**src/sv/mbss_ram.sv**
```systemverilog
// Generic simple dual-port RAM: one write port, one read port, registered read.
// Used for the text store and the block end table. No dependencies.
module mbss_ram #(
  parameter int   WIDTH = 8,
  parameter int   DEPTH = 16,
  localparam int  AW    = (DEPTH > 1) ? $clog2(DEPTH) : 1
) (
  input  logic             clk,
  input  logic             we,
  input  logic [AW-1:0]    waddr,
  input  logic [WIDTH-1:0] wdata,
  input  logic             re,
  input  logic [AW-1:0]    raddr,
  output logic [WIDTH-1:0] rdata
);

  logic [WIDTH-1:0] mem [DEPTH];

  // Write port
  always_ff @(posedge clk) begin
    if (we) begin
      mem[waddr] <= wdata;
    end
  end

  // Registered read port
  always_ff @(posedge clk) begin
    if (re) begin
      rdata <= mem[raddr];
    end
  end

endmodule

```
**config.mk**
```make
export PLATFORM = sky130hd
export DESIGN_NAME = mbss_ram
export DESIGN_NICKNAME = d
export VERILOG_FILES = /design/src/sv/mbss_ram.sv
export SDC_FILE = /design/constraint.sdc
export NUM_CORES = 1
export LEC_CHECK = 0
export BUFFER_PORTS_ARGS = -buffer_cell sky130_fd_sc_hd__buf_2
export CAP_MARGIN = 25
export CORE_MARGIN = 3
export CORE_UTILIZATION = 60
export DETAILED_ROUTE_END_ITERATION = 16
export MAX_ROUTING_LAYER = met4
export PLACE_DENSITY_LB_ADDON = 0.25
export SLEW_MARGIN = 0
export SYNTH_ARGS = -nofsm -noshare
export SYNTH_HDL_FRONTEND = slang
export SYNTH_SLANG_ARGS = --single-unit
```
**constraint.sdc**
```tcl
create_clock -name clk -period 2.2 [get_ports clk]
set_input_delay 0.22 -clock clk [delete_from_list [all_inputs] [get_ports clk]]
set_output_delay 0.22 -clock clk [all_outputs]
set_load 0.05 [all_outputs]
```
==> flow_summary.ini <==
[hold_path]
worst_hold_path_type = in -> reg
hold_path.startpoint = wdata[1]
min_delay_path_depth = 1
hold-path-endpoint = mem[1][1]

[timing]
timing.final.crit_period_ps = 1590
rsz0062_at_grt = false
finalSetupViolCount = 0
fin_skew_ps = 6.15
drv_slew = 0
finalSetupTns_ps = 0
max_freq_ghz = 0.630
worst_hold_slack_ps = 81.0
timing_worst_slew_pin_value_ps = 476
max-slew-margin-rel = 0.681
timing_hold_violations_final = 0
setup_slack_ps = 613
post-route-period-util = 0.721

[critical_path]
r2r_start = mem[8][6]
critPathArrivalTime_ps = 1830
cp_data_required_time_ps = 2450
critPathCaptureType = flip-flop
r2r-end = rdata[6]
worst-setup-path-type = reg -> reg
timing.critical_path.fanout_max = 1
timing.critical_path.from_type = flip-flop
r2r_setup_slack_ps = 610
worst_reg2reg_path_length_in_cells = 3

[flow_run]
maxCapViolCount = 0

[clocking]
cts_max_path_buffers = 2
cts_hold_repair.buffers = 0
clkSinkCount = 136
numCtsBuffers = 17
number_of_resized_instances_in_the_post_cts_repair_step = 0
cts_tree = done
post_cts_setup_driven_buffer_insertion_count = 0
clkTransAtPathRegs_ps = 60
clock_insertion_delay_at_the_later_pin_of_the_skew_report_ps = 510
ctsRootBufferMaster = clkbuf_8
htree_levels = 4

[yosys]
synth-compound-area-share = 0.0230
ys_types = 18
largest_family_of_logic_cells_by_synthesized_area = multiplexers
mappedNetlistNets = 248
avgSynthCellArea_um2 = 22.8
post_synth_and_or_nand_nor_area_fraction = 0.0314
yosys_warnings = 0
synth-adder-area-share = 0
synth_seq_area_share = 0.781
syn-cell-area_um2 = 5230
ys_seq_elements = 136
multiplexer_area_fraction_after_synthesis = 0.148
netlist_instances = 229
area_share_of_xor_xnor_cells_in_the_synthesized_design = 0

[place]
globalplace.congestion = 0.829
post_place_worst_slack_ps = 299
place.port_buffers = 26
placement.cell_area_um2 = 5580
hpwlAfterDp_um = 6180

[route]
avgRoutedWirePerCell_um = 28.1
wl_um = 11300
number_of_remaining_drc_errors = 0
vias_per_cell = 6.56
detail_route.iter0.violations = 239
drt-pass1-iter-count = 5
vias = 2636
final_antenna_net_count = 0

[global_routing]
grt_first_pass_wirelength_um = 16800
use_met3 = 0.0757
grt.met1_usage = 0.367
grt_pass1_vias = 2613
antenna_found_initial = 0
grt_usage = 0.258
grt_overflow_total = 0
grt_start_max_net_pins = 33
grt_most_used_layer = met1
grt_use_met2 = 0.364

[finish]
synthToLayoutAreaGrowth_pct = 17.7
n_antenna_cell = 0
post_route_cells_drive_above_1_share = 0.316
layout.cell_area.non_filler_um2 = 6150
mostFrequentLayoutCell = edfxtp_1
layout_common_cells = 136 x edfxtp_1, 26 x buf_2, 18 x mux4_2, 18 x buf_4
design.final.nets = 303

[power_and_ir_drop]
p_comb_frac = 0.052
clock_power_share = 0.458
power_switching_share = 0.208
power_frac_seq = 0.490
leakage_nw = 2.10
total_switching_power_w = 0.00124
cell_internal_pwr_w = 0.00475
power_density_nw_per_um2 = 974
ir_worst_vdd_uv = 593

[floorplan]
num_io_pins = 27
chipHeight_um = 99.3
effective_utilization_at_floorplan = 0.627
std_cell_rows = 33
core_area_um2 = 8340
die_area_um2 = 9870
die_w_um = 99.3

[run_status]
status = complete, no violations
logic make-up after synthesis:
logic type / Yosys count
flip-flops: 136
AND/OR/NAND/NOR: 35
multiplexers: 32
AO/OA/AOI/OAI: 16
buffers and inverters: 10
how the worst max path moves through the flow:
stage / start / end / slack (ps) / cells past startpoint
after global placement: raddr[0] / rdata[6] / 300 / 5
after detailed placement: raddr[0] / rdata[6] / 300 / 5
final: mem[8][6] / rdata[6] / 610 / 3
after floorplan: waddr[2] / mem[0][0] / 490 / 2
after global routing: mem[8][6] / rdata[6] / 550 / 3
after CTS: mem[8][6] / rdata[6] / 610 / 3
per-stage QoR:
stage               utilization  power [W]  cells
finish                    0.738    0.00600    402
global route              0.738    0.00616    402
CTS                       0.738    0.00602    402
detailed placement        0.669    0.00330    370
global placement          0.669    0.00329    370
floorplan                     -    0.00318    229
Yosys cell counts:
| master | n | area (µm²) |
|---|---|---|
| nor3_1 | 4 | 20.0 |
| nor2_1 | 13 | 48.8 |
| buf_4 | 1 | 7.51 |
| nand2b_1 | 2 | 12.5 |
| a22oi_1 | 16 | 120 |
| mux4_2 | 18 | 405 |
| nor2b_1 | 1 | 6.26 |
| and2b_1 | 1 | 7.51 |
| nand2_1 | 9 | 33.8 |
| clkdlybuf4s25_2 | 3 | 30.0 |
| mux4_1 | 14 | 368 |
| nand3_1 | 1 | 5.00 |
| or3b_2 | 1 | 8.76 |
| nand3b_1 | 2 | 15.0 |
| buf_6 | 3 | 33.8 |
| buf_2 | 3 | 15.0 |
| edfxtp_1 | 136 | 4080 |
| and2_1 | 1 | 6.26 |
final cells by class:
cell class	instances	area, µm²
Tap cell	105	131
Fill cell	479	2190
Sequential cell	136	4080
Clock buffer	19	422
Timing Repair Buffer	46	305
Clock inverter	13	155
Multi-Input combinational cell	83	1060
state kept, by name (all words and copies together), names as in the netlist:
name / flops
mem: 128
rdata: 8
critical path, stage by stage, from the launching register on:
cell and delay (ps):
edfxtp_1 370, mux4_2 460, a22oi_1 390, nand2_1 100
routing by layer:
layer / wire length, µm / vias up
li1: - / 1093
met3: 1080 / 21
met5: 0 / -
met1: 4610 / 1357
met2: 5380 / 165
met4: 236 / 0
power groups by stage:
| stage | combinational (W) | clock [W] | sequential, W |
|---|---|---|---|
| finish | 0.000313 | 0.00274 | 0.00294 |
| global route | 0.000334 | 0.00288 | 0.00294 |
| CTS | 0.000314 | 0.00276 | 0.00294 |
| detailed placement | 0.000309 | 0 | 0.00299 |
| global placement | 0.000301 | 0 | 0.00299 |
| floorplan | 0.000147 | 0 | 0.00303 |
Power figures use the tool's default switching activity.
