==> src/sv/mbss_pkg.sv <==
// Shared types and constants for the multi-block substring search unit.
// Holds the command codes, the stream field widths and the control bundle
// that drives the row of match cells. No dependencies.
package mbss_pkg;

  // Field widths of one transaction
  localparam int CMD_W     = 3;
  localparam int BYTE_W    = 8;
  localparam int BLOCK_W   = 8;
  localparam int POS_W     = 12;
  localparam int S_TDATA_W = 32;
  localparam int M_TDATA_W = 24;

  // Command codes carried on the input tuser
  typedef enum logic [CMD_W-1:0] {
    CMD_CLEAR_TEXT  = 3'd0,
    CMD_APPEND_TEXT = 3'd1,
    CMD_CLOSE_BLOCK = 3'd2,
    CMD_CLEAR_PAT   = 3'd3,
    CMD_APPEND_PAT  = 3'd4,
    CMD_SEARCH      = 3'd5
  } cmd_t;

  // Control broadcast to every match cell
  typedef struct packed {
    logic              pat_shift;   // shift a new pattern byte into the row
    logic              pat_clear;   // drop the whole pattern
    logic              match_clear; // restart partial matches at a block start
    logic              match_step;  // advance partial matches by one text byte
    logic [BYTE_W-1:0] text_byte;   // text byte under comparison
  } cell_ctl_t;

endpackage

==> src/sv/mbss_cell.sv <==
// One match cell: holds one pattern byte, its in-use flag and one partial
// match bit that moves to the next cell down each text byte. Uses mbss_pkg.
module mbss_cell (
  input  logic                          clk,
  input  logic                          rst,
  input  mbss_pkg::cell_ctl_t           ctl,
  input  logic [mbss_pkg::BYTE_W-1:0]   pat_in,
  input  logic                          used_in,
  input  logic                          match_in,
  output logic [mbss_pkg::BYTE_W-1:0]   pat_out,
  output logic                          used_out,
  output logic                          match_out
);
  import mbss_pkg::*;

  logic [BYTE_W-1:0] pat;
  logic              used;
  logic              match;

  // Pattern byte moves up the row on each append
  always_ff @(posedge clk) begin
    if (ctl.pat_shift) begin
      pat <= pat_in;
    end
  end

  // In-use flag follows the pattern byte
  always_ff @(posedge clk) begin
    if (rst) begin
      used <= 1'b0;
    end else if (ctl.pat_clear) begin
      used <= 1'b0;
    end else if (ctl.pat_shift) begin
      used <= used_in;
    end
  end

  // Partial match: an unused cell always passes, a used one needs its byte
  always_ff @(posedge clk) begin
    if (rst) begin
      match <= 1'b0;
    end else if (ctl.match_clear) begin
      match <= !used;
    end else if (ctl.match_step) begin
      match <= !used || (match_in && (ctl.text_byte == pat));
    end
  end

  assign pat_out   = pat;
  assign used_out  = used;
  assign match_out = match;

endmodule

==> src/sv/mbss_chain.sv <==
// Row of match cells. The newest pattern byte sits in cell 0, the first
// pattern byte in the highest used cell; a full match shows at cell 0.
// Uses mbss_pkg and mbss_cell.
module mbss_chain #(
  parameter int CELLS = 256
) (
  input  logic                        clk,
  input  logic                        rst,
  input  mbss_pkg::cell_ctl_t         ctl,
  input  logic [mbss_pkg::BYTE_W-1:0] pat_byte,
  output logic                        match
);
  import mbss_pkg::*;

  logic [BYTE_W-1:0] pat_q    [CELLS];
  logic [BYTE_W-1:0] pat_src  [CELLS];
  logic              used_q   [CELLS];
  logic              used_src [CELLS];
  logic              match_q  [CELLS];
  logic              match_src[CELLS];

  for (genvar k = 0; k < CELLS; k++) begin : g_cell
    // Pattern enters at cell 0; matches enter at the top, always passing
    if (k == 0) begin : g_first
      assign pat_src[k]  = pat_byte;
      assign used_src[k] = 1'b1;
    end else begin : g_inner
      assign pat_src[k]  = pat_q[k-1];
      assign used_src[k] = used_q[k-1];
    end
    if (k == CELLS - 1) begin : g_top
      assign match_src[k] = 1'b1;
    end else begin : g_below
      assign match_src[k] = match_q[k+1];
    end

    mbss_cell u_cell (
      .clk      (clk),
      .rst      (rst),
      .ctl      (ctl),
      .pat_in   (pat_src[k]),
      .used_in  (used_src[k]),
      .match_in (match_src[k]),
      .pat_out  (pat_q[k]),
      .used_out (used_q[k]),
      .match_out(match_q[k])
    );
  end

  assign match = match_q[0];

endmodule

==> config.mk <==
export PLATFORM = sky130hd
export DESIGN_NAME = mbss_chain
export DESIGN_NICKNAME = d
export VERILOG_FILES = /design/src/sv/mbss_pkg.sv /design/src/sv/mbss_cell.sv /design/src/sv/mbss_chain.sv
export SDC_FILE = /design/constraint.sdc
export NUM_CORES = 2
export LEC_CHECK = 0
export BUFFER_PORTS_ARGS = -buffer_cell sky130_fd_sc_hd__buf_2
export CORE_ASPECT_RATIO = 0.7
export CORE_MARGIN = 2
export CORE_UTILIZATION = 47
export CTS_BUF_LIST = sky130_fd_sc_hd__clkbuf_4 sky130_fd_sc_hd__clkbuf_8
export CTS_CLUSTER_SIZE = 14
export DETAILED_ROUTE_END_ITERATION = 10
export GPL_TIMING_DRIVEN = 1
export PLACE_DENSITY = 0.68
export SLEW_MARGIN = 20
export SYNTH_ARGS = -nofsm -noshare
export SYNTH_HDL_FRONTEND = slang
export SYNTH_HIERARCHICAL = 1
export SYNTH_SLANG_ARGS = --single-unit
export TNS_END_PERCENT = 10
==> constraint.sdc <==
create_clock -name clk -period 1.78 [get_ports clk]
set_clock_uncertainty 0.2 [all_clocks]
set_input_delay 0 -clock clk [delete_from_list [all_inputs] [get_ports clk]]
set_output_delay 0 -clock clk [all_outputs]
set_load 0.005 [all_outputs]
==> impl_results.md <==
* Final design utilization at a little under three fifths
* Leak pwr at ~41 nW
* Initial antenna violation count at 3
* Max-cap viol count at 0
* Peak VDD IR at 0.6146 mV
* Htree depth at 5
* Top delay family on crit path: buffers and inverters
* CTS tree: done
* GRT met3 Usage at 3.203%
* Register area share after synthesis at between 60% and 70%
* Share of flip-flops with an asynchronous set or reset at 0%
* CTS clk-pin slew, worst paths at roughly 0.060 ns
* Power per cell area at about 1100 nW/µm²
* Crit Path Max Fanout at 35
* Top cell type's share of synthesized area at between 50% and 60%
* I/O Buffers at 22
* Post-synth EDFFs at about 2,000
* Fillers at approximately 18,000
* Kind of critical path: in -> reg
* Most used cell, CP: buf_12
* DRC violations left at 0
* Core area at 226,000 µm²
* Internal cell power at roughly 100 mW
* Violated checks: negative setup slack
* Worst hold slack at 0.09026 ns
* Most used routing layer: met1
* Synth area leaders: edfxtp_1, xnor2_1, dfxtp_1
* Psw at 30.97 mW
* Met2 Track Usage GR at roughly 27%
* CP bufs+invs at 7
* # nets final at between 8,000 and 9,000
* Iter 0 DRT Violations at 5,313
* Vias at between 60,000 and 70,000
* Setup crit end kind: flop
* Top post-synthesis cells by count: edfxtp_1, xnor2_1, dfxtp_1, nand4_1
* FF+latch count, synth at 2,560
* Vias/cell at 5.421
* Rows at approximately 150
* Slew @ Worst Pin at roughly 0.84 ns
* Cells after Synth at 7,169
* Worst path slowest cell: dlygate4sd3_1
* Remaining Overflow, GRT at 0
* Leading area contributor after synthesis: edfxtp_1
* Gpl congestion at 0.8003
* Setup WS post-layout at -0.06655 ns
* Clock Power Share at 38.4%
* First-pass GRT wire length at between 300,000 and 400,000 µm
* Post-Syn Area at 106,700 µm²
* Distinct cells, synth at 13
* I/O pin cnt at 23
* Slew headroom at around 44%
* Syn avg cell area at 14.88 µm²
* Maximum clock frequency at 0.5416 GHz
* Synthesis-to-layout area growth at 16.95%
* Critical path arrival at between 2 and 2.5 ns
* Share of layout cells above drive strength 1 at 16.02%
* Met1 usage at between 30% and 40%
* Antenna Nets Post-Route at 0
* Starting Density at between 40% and 50%
* Sequential fraction of design power at a little over half
* CTS buffer count at 392
* Post-place setup slack at 0.1110 ns
* Worst min-delay path category: in -> reg
* CP Launch Type: primary input
* Tmin final at between 1.5 and 2 ns
* Top_reg_cell synth: edfxtp_1
* Vias in the first global route at 61,538
* Combinational group share of total power at 8.3%
* Die Wd at ~570 µm
* Die Y at slightly above 400 µm
* Max-slew violation count at 0
* Final hold violation count at 0
* Drt pass-1 iters at 5
* Sw Ratio at 23.50%
* Final setup violation count at 37
* Post-DP HPWL at between 100,000 and 150,000 µm
* RSZ-0062 raised after global routing: true
* DIE AREA at ~230,000 µm²
* Clock Latency Late Sink at about 1 ns
* Fin crit share at 103.7%
* CTS sink cnt at 2,560
* Biggest cell delay along the critical path at 0.59 ns
* Maximum number of pins on one net before global-route repair at 83
* Worst endpoint required time at approximately 2.2 ns
* Root Buffer: clkbuf_8
* WL final at roughly 230,000 µm
* Longest Clk Path Bufs at 4
* Gr usage total at around a fifth
* Cells along the critical path: dlygate4sd3_1 > dlygate4sd3_1 > buf_12 > buf_12 > buf_4 > buf_16 > buf_12
* Status: finished with violations
* Avg WL per Cell at 19.80 µm
* Yosys Warn Count at 6
==> area by class of cell <==
type | instances | area, µm² | area share, %
Clock inverter | 110 | 752.0 | 0.6028
Sequential cell | 2560 | 71750 | 57.52
Inverter | 256 | 960.9 | 0.7703
Timing Repair Buffer | 458 | 6095 | 4.886
Antenna cell | 1 | 2.502 | 0.002006
Tap cell | 3034 | 3796 | 3.043
Clock buffer | 619 | 7418 | 5.947
Multi-Input combinational cell | 4354 | 33970 | 27.23
==> worst min-delay path: stages <==
cell,delay (ns)
dlygate4sd3_1,0.57
buf_8,0.16
clkbuf_16,0.23
xnor2_1,0.08
nand4_1,0.09
o31ai_1,0.06
==> worst paths after layout <==
kind,slack [ns],end,startpoint,cells after the start
setup / recovery,-0.07,g_cell[180].u_cell/pat_out[2],ctl[11],7
hold / removal,0.09,g_cell[184].u_cell/match_out,ctl[2],6
setup reg to reg,0.30,g_cell[203].u_cell/match_out,g_cell[203].u_cell/pat_out[6],3
hold reg to reg,0.24,g_cell[94].u_cell/pat_out[0],g_cell[93].u_cell/pat_out[0],0
==> state kept, by name, summed over array words and instances (netlist names) <==
register / cells
g_cell.u_cell/pat_out: 2048
g_cell.u_cell/used_out: 256
g_cell.u_cell/match_out: 256
==> placed cells by master, fill, tap and decap left out, types with 178 or more instances in the layout <==
| cell | synthesis | routed |
|---|---|---|
| buf_12 | 0 | 178 |
| buf_4 | 0 | 187 |
| clkbuf_8 | 0 | 443 |
| dfxtp_1 | 512 | 512 |
| edfxtp_1 | 2048 | 2048 |
| inv_1 | 256 | 256 |
| mux2i_1 | 256 | 256 |
| nand3_1 | 256 | 256 |
| nand4_1 | 512 | 512 |
| nor2b_2 | 256 | 256 |
| nor3_1 | 256 | 256 |
| o21ai_0 | 256 | 256 |
| o311ai_0 | 256 | 256 |
| o31ai_1 | 256 | 255 |
| xnor2_1 | 2048 | 2047 |
==> cells by family after synthesis <==
family	count (synthesis)	share of synthesized area, %
AO/OA/AOI/OAI	768	5.105
XOR/XNOR	2048	16.82
buffers and inverters	256	0.9009
flip-flops	2560	67.26
multiplexers	256	2.402
other	1	0.003516
AND/OR/NAND/NOR	1280	7.507
==> through the flow <==
step	instance area, µm²	cells	total power, mW	setup TNS (ns)
3_3_place_gp	115800	10596	81.92	0
5_1_grt	124700	11392	136.9	-1.259
6_report	124700	11392	131.8	-1.542
2_1_floorplan	106700	7170	76.14	0
3_5_place_dp	115800	10596	82.18	0
4_1_cts	124600	11389	133.1	0
==> power groups by stage <==
stage | Clock (mW) | Sequential, mW | Combinational (mW)
2_1_floorplan | 0 | 70.7 | 5.40
3_3_place_gp | 0 | 71.4 | 10.5
3_5_place_dp | 0 | 71.4 | 10.7
4_1_cts | 51.9 | 70.3 | 10.9
5_1_grt | 54.4 | 70.6 | 11.9
6_report | 50.6 | 70.3 | 10.9
==> per-layer routing <==
metal  up-vias  share of wire, %  wire, µm
met5         -            0.0058        13
met3       350               5.4     12160
met2      1505                41     93350
met4         2               2.3      5190
li1      28922                 -         -
met1     30976                51    114800
==> repair_timing <==
| item | CTS | global route |
|---|---|---|
| hold buffers | 64 | 0 |
| endpoints found under the setup margin | 0 | 67 |
| endpoints found under the hold margin | 2568 | 0 |
| gates resized for setup | 0 | 16 |
| setup buffers | 0 | 2 |
(Power assumes the default switching activity.)
